===== config.mk =====
export PLATFORM = sky130hd
export DESIGN_NAME = bdat_ctrl
export DESIGN_NICKNAME = d
export VERILOG_FILES = /design/src/bdat_pkg.sv /design/src/bdat_ctrl.sv
export SDC_FILE = /design/constraint.sdc
export NUM_CORES = 1
export LEC_CHECK = 0
export ABC_CLOCK_PERIOD_IN_PS = 2250
export BUFFER_PORTS_ARGS = -buffer_cell sky130_fd_sc_hd__buf_2
export CORE_AREA = 3 3 40 42
export DETAILED_ROUTE_END_ITERATION = 6
export DIE_AREA = 0 0 43 45
export HOLD_SLACK_MARGIN = 0.06
export PLACE_DENSITY = 0.52
export SLEW_MARGIN = 20
export SYNTH_ARGS = -nofsm -noshare
export SYNTH_HDL_FRONTEND = slang
export SYNTH_SLANG_ARGS = --single-unit

===== constraint.sdc =====
create_clock -name clk -period 2.25 [get_ports clk]
set_clock_uncertainty 0.1 [all_clocks]
set_input_delay 0.225 -clock clk [delete_from_list [all_inputs] [get_ports clk]]
set_output_delay 0.225 -clock clk [all_outputs]
set_load 0.03 [all_outputs]

===== src/bdat_pkg.sv =====
`timescale 1ns / 1ps
// Shared types and constants for the bounded-degree adjacency table.
// Used by bdat_ctrl, bdat_dp and the top level; depends on nothing else.
package bdat_pkg;

  localparam int NODE_W       = 8;   // node index field
  localparam int CMD_W        = 2;
  localparam int DEG_W        = 4;   // reported degree field
  localparam int LIM_W        = 5;   // compare width for degree limits (up to 16)
  localparam int NODE_COUNT_W = 9;
  localparam int DEG_LIMIT_W  = 4;
  localparam int APB_DW       = 32;
  localparam int APB_AW       = 3;

  typedef enum logic [CMD_W-1:0] {
    CMD_ADD    = 2'd0,
    CMD_REMOVE = 2'd1,
    CMD_QUERY  = 2'd2,
    CMD_CLEAR  = 2'd3
  } cmd_t;

  typedef enum logic [1:0] {
    ST_OK      = 2'd0,
    ST_RANGE   = 2'd1,
    ST_FULL    = 2'd2,
    ST_MISSING = 2'd3
  } status_t;

  typedef enum logic {
    REG_NODE_COUNT   = 1'b0,
    REG_DEGREE_LIMIT = 1'b1
  } reg_idx_t;

  typedef enum logic [2:0] {
    S_IDLE,
    S_RD_A,
    S_RD_B,
    S_UPDATE,
    S_WR_B,
    S_CLEAR
  } state_t;

  // Commands from the controller to the datapath.
  typedef struct packed {
    logic load;         // capture the incoming word
    logic rd_b;         // read row of node b (else node a)
    logic latch_a;      // row a is on the read data, keep it
    logic update;       // row b is on the read data, compute and write row a
    logic write_b;      // write the updated row b
    logic sweep;        // write one zero row of the clearing sweep
    logic zero_result;  // result of a clear command: all fields zero
  } dp_cmd_t;

  // Status from the datapath to the controller.
  typedef struct packed {
    logic is_clear;
    logic sweep_last;
  } dp_stat_t;

endpackage


===== src/bdat_ctrl.sv =====
`timescale 1ns / 1ps
// Controller state machine for the adjacency table.
// Depends on bdat_pkg; drives the datapath bdat_dp through dp_cmd_t.
module bdat_ctrl (
  input  logic               clk,
  input  logic               rst_n,
  input  logic               start,
  output logic               busy,
  output logic               out_valid,
  output bdat_pkg::dp_cmd_t  cmd,
  input  bdat_pkg::dp_stat_t stat
);
  import bdat_pkg::*;

  state_t state_r, state_nxt;
  logic   clear_cmd_r, clear_cmd_nxt;
  logic   out_valid_r, out_valid_nxt;

  // Reset enters the clearing sweep so that every row starts with a zero count.
  always_ff @(posedge clk) begin
    if (!rst_n) begin
      state_r     <= S_CLEAR;
      clear_cmd_r <= 1'b0;
      out_valid_r <= 1'b0;
    end else begin
      state_r     <= state_nxt;
      clear_cmd_r <= clear_cmd_nxt;
      out_valid_r <= out_valid_nxt;
    end
  end

  always_comb begin
    state_nxt     = state_r;
    clear_cmd_nxt = clear_cmd_r;
    out_valid_nxt = 1'b0;
    cmd           = '0;
    unique case (state_r)
      S_IDLE: begin
        if (start) begin
          cmd.load  = 1'b1;
          state_nxt = S_RD_A;
        end
      end
      S_RD_A: begin
        if (stat.is_clear) begin
          cmd.zero_result = 1'b1;
          clear_cmd_nxt   = 1'b1;
          state_nxt       = S_CLEAR;
        end else begin
          state_nxt = S_RD_B;
        end
      end
      S_RD_B: begin
        cmd.rd_b    = 1'b1;
        cmd.latch_a = 1'b1;
        state_nxt   = S_UPDATE;
      end
      S_UPDATE: begin
        cmd.update = 1'b1;
        state_nxt  = S_WR_B;
      end
      S_WR_B: begin
        cmd.write_b   = 1'b1;
        out_valid_nxt = 1'b1;
        state_nxt     = S_IDLE;
      end
      S_CLEAR: begin
        cmd.sweep = 1'b1;
        if (stat.sweep_last) begin
          out_valid_nxt = clear_cmd_r;
          clear_cmd_nxt = 1'b0;
          state_nxt     = S_IDLE;
        end
      end
      default: begin
        state_nxt = S_IDLE;
      end
    endcase
  end

  assign busy      = (state_r != S_IDLE);
  assign out_valid = out_valid_r;

`ifndef ASSERT_OFF
  a_strobe_in_idle: assert property (@(posedge clk) disable iff (!rst_n)
    out_valid_r |-> state_r == S_IDLE)
    else $error("result strobe while a command is still in progress");

  a_strobe_single: assert property (@(posedge clk) disable iff (!rst_n)
    out_valid_r |=> !out_valid_r)
    else $error("result strobe longer than one cycle");

  a_strobe_source: assert property (@(posedge clk) disable iff (!rst_n)
    $rose(out_valid_r) |-> $past(state_r) == S_WR_B || $past(state_r) == S_CLEAR)
    else $error("result strobe not preceded by a write-back or a clear");

  a_sweep_holds: assert property (@(posedge clk) disable iff (!rst_n)
    state_r == S_CLEAR && !stat.sweep_last |=> state_r == S_CLEAR)
    else $error("clearing sweep left before the last row");
`endif

endmodule


## Word level (Yosys, flattened, before mapping)

Index checks and enable logic that the tools add are counted.

| word-level totals | value |
|---|---|
| memory bits (writable) | 0 |
| output and inout bits | 9 |
| ROM bits | 0 |
| flip-flop bits (word level) | 5 |
| memories kept | 0 |
| word-level logic and storage cells | 33 |
| bits in latches | 0 |

| operators by class | value |
|---|---|
| div/mod/pow operators | 0 |
| mux-type cells | 17 |
| $add $sub $neg | 0 |
| shifts and indexed selects | 0 |
| equality and inequality tests | 8 |
| bitwise logic cells | 0 |
| order comparisons | 0 |
| $mul | 0 |
| reduce and logical (&&, ||, !) cells | 5 |

Operators by type and width:

| operator | number |
|---|---|
| one-hot mux 3 bit (5 select lines) | 1 |
| 2-to-1 mux 1 bit | 10 |
| 2-to-1 mux 3 bit | 3 |
| == test 3 x 2 -> 1 bit (second input constant) | 2 |
| == test 3 bit (second input constant) | 2 |
| != test 2 bit (second input constant) | 3 |
| one-hot mux 1 bit (2 select lines) | 2 |
| == test 3 x 1 -> 1 bit (second input constant) | 1 |
| zero test 3 bit | 1 |
| AND reduction 3 bit | 1 |
| nonzero test 3 bit | 1 |
| 2-to-1 mux 2 bit | 1 |
| AND reduction 2 bit | 1 |
| nonzero test 2 bit | 1 |

## Longest topological paths before layout

Gate-level depths: netlist of the first run.

| depth | value |
|---|---|
| word-level depth | 3 |
| mapped depth | 4 |
| depth with buffers taken out | 3 |

## Least setup slack after synthesis of the first run

OpenSTA, ideal clock, no wires.

| timing path | value |
|---|---|
| path kind | register to output |
| start point | reg state_r[2] |
| end point | out cmd[5] (netlist bit) |
| setup slack | 385 ps |
| data required time | 1,925 ps |
| data arrival time | 1,540 ps |
| cell stages (with the launch flop) | 4 |
| cell sequence | dfxtp_1 buf_4 nor3b_1 buf_4 |

RTL lines:

| what | line | RTL |
|---|---|---|
| start: declaration | bdat_ctrl.sv:15 | `state_t state_r, state_nxt;` |
| start signal: assignment | bdat_ctrl.sv:26 | `state_r <= state_nxt;` |
| end: declaration | bdat_ctrl.sv:10 | `output bdat_pkg::dp_cmd_t cmd,` |

==> results.md, run 1 <==
* Status: complete, no violations
* WP data required at 1.92 ns
* CP Capture Point: cmd[6]
* Fin area at approximately 360 sq um
* DRC violations left at 0
* DR WL/cell at 9.484 um
* Initial antenna violation count at 0
* H-tree depth at 1
* Netlist Area Pre-Place at roughly 280 sq um
* PostCTS Resize Cnt at 0
* Avg Synthesized Cell Area at ~8 sq um
* CTS Buf Count at 3
* Antenna-violating nets left at 0
* RSZ-0062 raised after global routing: no
* Comb power frac at 0.232
* Worst r2r dst: state_r[0]
* Worst-Margin Slew at ~0.3 ns
* Vias in the first global route at between 200 and 250
* Iter 0 DRT Violations at 4
* Flop and latch count out of synthesis at 5
* Initial Utilization at 0.2181
* Core area at roughly 1300 sq um
* Diodes inserted at 0
* Post-detailed-route via-to-cell ratio at roughly 4.3
* Overall global routing resource usage at 0.07161
* Worst setup margin at 0.5848 ns
* CTS tree: built
* Critical Path Start Type: flip-flop
* DRT Pass-1 Iters at 4
* # Post-CTS Setup Buffers at 0
* Pin count of the biggest net entering global routing at 12
* Synthesis Warnings at 0
* R2R Setup Slk at approximately 0.91 ns
* Sequential share of the synthesized area at 0.3571
* Unique masters post-synth at 18
* GRT overflow at 0
* Detail Placement HPWL at approximately 430 um
* Skew-Pair Late Insertion Delay at roughly 0.24 ns
* Commonest non-fill, non-tap cell in the layout: buf_2
* Crit path max fanout at 11
* Pwr dens at just under 800 nW/um^2
* Switching Share at 0.3272
* Share of layout cells above drive strength 1 at 0.3830
* P_sw at roughly 0.092 mW
* CTS root buf: clkbuf_4
* Fin crit share at 0.7401
* Lkg Pwr at approximately 0.18 nW
* Synth Instances at 34
* Routability Congestion at approximately 0.7
* Die W at between 40 and 50 um
* Die span in y at 45 um
* Internal at between 0.15 and 0.2 mW
* R2R depth at 3
* Critical setup path kind: reg -> out
* Final #Nets at 53
* Fin. max-slew vios at 0
* Register share of total power at 0.394
* Synth-to-Final Area Change at 28.12%
* Peak VDD IR at roughly 0.00034 V
* Hold_buf cts at 0
* Setup violators final at 0
* Buffer levels on the longest clock path at 2
* CTS Sinks at 5
* I/O Buffers at 13
* CTS clk-pin slew, worst paths at approximately 0.050 ns
* Setup TNS at 0 ns
* Commonest cells after routing, fill and taps aside: 13 x buf_2, 5 x dfxtp_1, 4 x nor2_1, 4 x inv_1
* HP Class: in -> reg
* Fin crit period at about 1.7 ns
* First-pass GRT wire length at approximately 1000 um
* Crit end category: output port
* Total vias in the final route at 266
* Max Cap Viol at 0
* Fillcell total at ~150
* Clk pwr share at 0.374
* Post-DP Area at about 330 sq um
* Mapped Nets at 39
* Core Rows at 13
* Die area at 1935 sq um
* DP Worst Slack at about 0.84 ns
* Arrival @ worst endpoint at approximately 1.3 ns
* Final hold viol count at 0
* # IOs at 14
* Rel. slew slack at 0.7962
* Worst flop-to-flop path startpoint: state_r[1]
* WL final at between 500 and 600 um
* Final Hold Slack at approximately 0.15 ns
* Peak Freq at approximately 0.60 GHz
* Critical Path Source: state_r[2]
-- flip-flops by register name (all words and copies together), names as in the netlist --
signal / flops
out_valid: 1
state_r: 3
clear_cmd_r: 1
-- power by group through the flow --
| stage | combinational [mW] | sequential [mW] | clock (mW) |
|---|---|---|---|
| final | 0.0649 | 0.110 | 0.105 |
| after global routing | 0.0703 | 0.114 | 0.121 |
| after CTS | 0.0656 | 0.110 | 0.108 |
| after floorplan | 0.0593 | 0.104 | 0 |
| after detailed placement | 0.0651 | 0.112 | 0 |
| after global placement | 0.0654 | 0.112 | 0 |
-- cell families (layout without fill, tap and decap cells) --
group                  count (synthesis)  after routing  synth area share
AND/OR/NAND/NOR                       15             15            0.3348
buffers and inverters                  8             21            0.1651
AO/OA/AOI/OAI                          6              6            0.1428
flip-flops                             5              5            0.3572
-- critical path: stages, from the launching register on --
cell and delay [ns]:
dfxtp_1 0.39, or3_1 0.42, nor2_1 0.10, buf_2 0.20
-- final cells by class --
| cell class | instances | area [sq um] | area share |
|---|---|---|---|
| multi-input combinational | 21 | 133.9 | 0.3728 |
| clock buffer | 4 | 26.28 | 0.07317 |
| tap | 15 | 18.77 | 0.05226 |
| timing repair buffer | 13 | 65.06 | 0.1812 |
| inverter | 4 | 15.01 | 0.04181 |
| sequential | 5 | 100.1 | 0.2787 |
-- per-layer routing --
metal  part of all wire  GRT usage
met1               0.46    0.09157
met2               0.46    0.09880
met3              0.077    0.02390
met4                  0    0.05422
met5                  0          0
-- worst min-delay path by stage --
stage	slack (ns)	start	endpoint	cells after the start
after global routing	0.15	rst_n	out_valid	3
after CTS	0.14	rst_n	out_valid	3
after global placement	0.35	clear_cmd_r	out_valid	2
after floorplan	0.27	rst_n	out_valid	2
final	0.15	rst_n	out_valid	3
after detailed placement	0.35	clear_cmd_r	out_valid	2
-- synthesized netlist by cell type --
master | n | area (sq um)
dfxtp_1 | 5 | 100.1
inv_1 | 4 | 15.01
nor2_1 | 4 | 15.01
a21oi_1 | 3 | 15.01
nor3b_1 | 3 | 22.52
buf_4 | 2 | 15.01
nand2_1 | 2 | 7.510
a211oi_2 | 1 | 12.51
and3b_1 | 1 | 8.760
and4bb_2 | 1 | 12.51
buf_2 | 1 | 5.000
buf_6 | 1 | 11.26
nand3b_1 | 1 | 7.510
nand4b_1 | 1 | 8.760
nor3_1 | 1 | 5.000
o21ai_1 | 1 | 5.000
o31ai_1 | 1 | 7.510
or3_1 | 1 | 6.260
-- metrics by stage --
step	cells	util	total power [mW]
after detailed placement	58	0.2590	0.1772
after CTS	62	0.2795	0.2842
final	62	0.2795	0.2802
after global routing	62	0.2795	0.3050
after global placement	58	0.2590	0.1773
after floorplan	34	-	0.1634
(Power assumes the default switching activity.)
==> run 2, diff against run 1 <==
ABC_CLOCK_PERIOD_IN_PS = 1400   (was 2250)
PLACE_DENSITY = 0.53   (was 0.52)
clock period = 1.4 ns   (was 2.25 ns; I/O delays follow)
==> run 2 against run 1 <==
Compared with the run above:
- the flow now finishes with violations (negative setup slack)
- power rose by 73%
- global-route usage fell by 0.17 points
- sequential share of layout area fell by 3.9 points
- combinational power rose by 130%
- largest cell class unchanged
==> results.md, run 2 (same netlist as run 1, synthesis figures left out) <==
* H-tree depth at 1
* Core area at about 1300 sq um
* Buffer levels on the longest clock path at 2
* Critical setup path kind: reg -> out
* Rel. slew slack at 0.8717
* Core Rows at 13
* CTS clk-pin slew, worst paths at 0.04 ns
* Final #Nets at 58
* CTS Buf Count at 3
* Commonest cells after routing, fill and taps aside: 8 x buf_2, 8 x buf_4, 4 x inv_1
* Worst flop-to-flop path startpoint: state_r[1]
* Fin crit share at 1.039
* Arrival @ worst endpoint at 1.21 ns
* R2R Setup Slk at 0.23 ns
* First-pass GRT wire length at about 1000 um
* Failing checks: negative setup slack
* Pwr dens at between 1000 and 1500 nW/um^2
* Routability Congestion at about 0.7
* DR top layer: met3
* Crit end category: output port
* Skew-Pair Late Insertion Delay at ~0.24 ns
* Vias in the first global route at between 200 and 300
* Final Hold Slack at around 0.069 ns
* Worst setup margin at -0.05410 ns
* CTS root buf: clkbuf_4
* I/O Buffers at 13
* Crit-path max cell delay at between 0.4 and 0.5 ns
* Final hold viol count at 0
* Critical Path Start Type: flip-flop
* # IOs at 14
* Crit path max fanout at 6
* Die span in y at 45 um
* Antenna-violating nets left at 0
* Fin crit period at between 1 and 1.5 ns
* Metal2 WL at roughly 350 um
* Diodes inserted at 0
* Setup violators final at 1
* DP Worst Slack at roughly 0.10 ns
* Pin count of the biggest net entering global routing at 10
* Synth-to-Final Area Change at 62.05%
* Multi-input gate area at roughly 160 sq um
* Most flop-heavy register: state_r
* Overall global routing resource usage at 0.06994
* Die W at between 40 and 50 um
* Status: complete, but fails checks
* Total vias in the final route at around 290
* WL final at ~680 um
* Share of layout cells above drive strength 1 at 0.5769
* Lkg Pwr at 0.2178 nW
* Slowest CP cell: or3_4
* WL met1 at slightly above 300 um
* Fillcell total at 130
* RSZ-0062 raised after global routing: yes
* DRC violations left at 0
* DR WL met3 at between 15 and 20 um
* Initial antenna violation count at 0
* Detail Placement HPWL at 491.4 um
* Worst-Margin Slew at between 0.15 and 0.2 ns
* Fin. max-slew vios at 0
* Iter 0 DRT Violations at 8
* WP data required at between 1 and 1.5 ns
* Max reg flops at 3
* DRT Pass-1 Iters at 2
* CTS tree: built
* R2R depth at 3
* Peak VDD IR at about 0.00032 V
* CTS Sinks at 5
* Max Cap Viol at 0
* CP Capture Point: cmd[6]
* Hold_buf cts at 0
* Worst r2r dst: state_r[2]
* DR WL/cell at about 10 um
* GRT overflow at 0
* Post-detailed-route via-to-cell ratio at between 4 and 5
* HP Class: in -> reg
* Initial Utilization at 0.2181
* Peak Freq at approximately 0.69 GHz
* Critical Path Source: state_r[1]
* Die area at 1935 sq um
* Crit-path cells: or3_4 > nor2_4 > buf_6
* Reg area at around 110 sq um
run 2: repair_timing:
| item | 4_1_cts | 5_1_grt |
|---|---|---|
| pin swaps | 1 | 0 |
| endpoints found under the setup margin | 7 | 6 |
| setup buffers | 0 | 2 |
| gates resized for setup | 7 | 9 |
| endpoints found under the hold margin | 0 | 0 |
run 2: through the flow:
step | util | power [mW] | std cells | TNS (ns) | area [sq um]
2_1_floorplan | - | 0.2714 | 34 | -0.02592 | 302.8
3_3_place_gp | 0.2941 | 0.3078 | 61 | 0 | 377.9
3_5_place_dp | 0.2941 | 0.3060 | 61 | 0 | 377.9
4_1_cts | 0.3272 | 0.4822 | 65 | -0.06630 | 420.4
5_1_grt | 0.3535 | 0.5131 | 67 | -0.1285 | 454.2
6_report | 0.3535 | 0.4849 | 67 | -0.05410 | 454.2
run 2: cell type report:
cell class | instances | area share
Tap cell | 15 | 0.04132
Inverter | 4 | 0.03306
Multi-Input combinational cell | 21 | 0.3581
Clock buffer | 4 | 0.05785
Timing Repair Buffer | 18 | 0.2700
Sequential cell | 5 | 0.2397
run 2: report_power, final:
group          switching (mW)  internal [mW]  total, mW
clock                  0.0556          0.108      0.163
combinational          0.0827         0.0651      0.148
sequential             0.0172          0.157      0.174
run 2: worst min path at each step:
stage | start | endpoint | slack, ns | depth (start not counted)
floorplan | rst_n | out_valid | 0.18 | 2
global placement | rst_n | out_valid | 0.31 | 3
detailed placement | rst_n | out_valid | 0.31 | 3
CTS | rst_n | out_valid | 0.06 | 3
global route | rst_n | out_valid | 0.07 | 3
finish | rst_n | out_valid | 0.07 | 3
run 2: critical path: cells and delay by family, from the launching register on:
family	cells	cell delay, ns
AND/OR/NAND/NOR	2	0.50
flip-flops	1	0.35
buffers and inverters	1	0.13
run 2: routing by layer:
metal  vias up  track usage
li1        153            -
met1       132      0.09398
met2         6      0.08982
met3         0      0.02390
met4         0      0.05422
met5         -            0
==> run 3, diff against run 2 <==
PLACE_DENSITY = default   (was 0.53)
PLACE_DENSITY_LB_ADDON = 0.2   (was default)
SLEW_MARGIN = default   (was 20)
TNS_END_PERCENT = 10   (was default)
==> run 3 against run 2 <==
Compared with the run above:
- largest power group unchanged
- highest routed layer is now met4
- the flow still finishes with violations (negative setup slack)
- critical path type unchanged
- hold slack improved by 0.015 ns
- final area rose by 3.0%
- combinational power rose by 7%
- largest cell class unchanged
- clock-buffer cell count fell by 1
- cell count rose by 3.0%
- maximum frequency fell by 1.3%
- sequential cell count did not move
==> results.md, run 3 (same netlist as run 1, synthesis figures left out) <==
* Comb power frac at 0.316
* Die area at ~1900 sq um
* Vias in the first global route at 302
* Skew-Pair Late Insertion Delay at 0.25 ns
* Antenna-violating nets left at 0
* Crit-path cells: or3_4 > nor2_4 > buf_6
* Final hold viol count at 0
* Fin. max-slew vios at 0
* Initial antenna violation count at 0
* Total vias in the final route at 318
* Max Cap Viol at 0
* I/O Buffers at 13
* Status: complete, but fails checks
* Slowest CP cell: or3_4
* Lkg Pwr at about 0.22 nW
* Pwr Total at around 0.50 mW
* Diodes inserted at 0
* Post-detailed-route via-to-cell ratio at 4.609
* Family with the most delay on the worst path: simple AND/OR/NAND/NOR gates
* GRT overflow at 0
* Crit end category: output port
* CTS clk-pin slew, worst paths at ~0.050 ns
* Final #Nets at 60
* Arrival @ worst endpoint at ~1.2 ns
* WP buf/inv at 1
* Synth-to-Final Area Change at 66.96%
* Core Rows at 13
* Reg area at ~110 sq um
* Routability Congestion at around 0.78
* Rel. slew slack at 0.8631
* Internal at 0.3340 mW
* Fin crit share at 1.052
* Commonest non-fill, non-tap cell in the layout: buf_2
* Initial Utilization at 0.2181
* Die span in y at 45 um
* CTS Sinks at 5
* Share of layout cells above drive strength 1 at 0.5926
* Die W at around 43 um
* Overall global routing resource usage at 0.08978
* Setup TNS at -0.1088 ns
* Fillcell total at between 100 and 150
* Worst setup margin at -0.07318 ns
* Switching Share at 0.3369
* Failing checks: negative setup slack
* Most flop-heavy register: state_r
* Final Hold Slack at about 0.084 ns
* CTS tree: built
* DRC violations left at 0
* Crit path max fanout at 7
* Multi-input gate area at 157.7 sq um
* DRT Pass-1 Iters at 4
* CTS Buf Count at 3
* RSZ-0062 raised after global routing: yes
* First-pass GRT wire length at approximately 1200 um
* Worst-Margin Slew at 0.2049 ns
* Detail Placement HPWL at 568 um
* P_sw at roughly 0.17 mW
* Buffer levels on the longest clock path at 2
* DR WL/cell at between 10 and 15 um
* Pin count of the biggest net entering global routing at 9
* WL final at 784 um
* Max reg flops at 3
* Iter 0 DRT Violations at 6
* Clk pwr share at 0.342
* Pwr dens at between 1000 and 1500 nW/um^2
* Critical Path Start Type: flip-flop
* CTS root buf: clkbuf_4
* Register share of total power at 0.342
* Peak Freq at 0.6788 GHz
* # IOs at 14
* H-tree depth at 1
* Core area at 1285 sq um
* Setup violators final at 2
* HP Class: in -> reg
* Crit-path max cell delay at around 0.4 ns
* Peak VDD IR at roughly 0.00039 V
* Commonest cells after routing, fill and taps aside: 9 x buf_2, 7 x buf_4, 4 x inv_1
* Critical setup path kind: reg -> out
* WP data required at approximately 1.2 ns
* Fin crit period at ~1.5 ns
==> run 3: through the flow <==
stage	instances	worst slack (ns)	area, sq um	utilization
6_report	69	-0.07318	467.9	0.3642
4_1_cts	68	-0.08447	460.4	0.3583
3_5_place_dp	61	0.09928	372.9	0.2902
5_1_grt	69	-0.1100	467.9	0.3642
2_1_floorplan	34	-0.03314	297.8	-
3_3_place_gp	61	0.06113	372.9	0.2902
==> run 3: per-layer routing <==
| layer | wire length (um) | global-route usage |
|---|---|---|
| met2 | 427 | 0.1587 |
| met5 | 0 | 0 |
| met1 | 296 | 0.08633 |
| met3 | 52 | 0.03984 |
| met4 | 8 | 0.05422 |
==> run 3: worst paths after layout <==
path	start	end	slack (ns)	depth (start not counted)
setup / recovery	state_r[1]	cmd[6]	-0.07	3
hold / removal	start	state_r[0]	0.08	3
hold reg to reg	clear_cmd_r	out_valid	0.37	2
setup reg to reg	state_r[2]	state_r[0]	0.10	4
==> run 3: repair_timing <==
item / in CTS / in global routing
endpoints found under the setup margin: 7 / 4
hold buffers: 2 / 0
setup buffers: 1 / 1
pin swaps: 1 / 0
resized for setup: 13 / 0
hold endpoints to repair: 1 / 0
==> run 3: final cells by class <==
type | instances | share of cell area
clock inverters | 1 | 0.01070
repair buffers | 20 | 0.2995
inverters | 4 | 0.03209
clock buffers | 3 | 0.04813
flip-flops and latches | 5 | 0.2326
well taps | 15 | 0.04011
multi-input cells | 21 | 0.3369
==> run 3: power groups by stage <==
stage	registers, mW	clock network, mW	logic (mW)
2_1_floorplan	0.167	0	0.102
3_3_place_gp	0.176	0	0.131
3_5_place_dp	0.176	0	0.131
4_1_cts	0.174	0.180	0.154
5_1_grt	0.174	0.188	0.170
6_report	0.172	0.172	0.159
==> run 3: tightest hold or removal path: cells and delay by family <==
family	cells	cell delay, ns
buf+inv	1	0.11
simple gates	1	0.08
compound gates	1	0.07
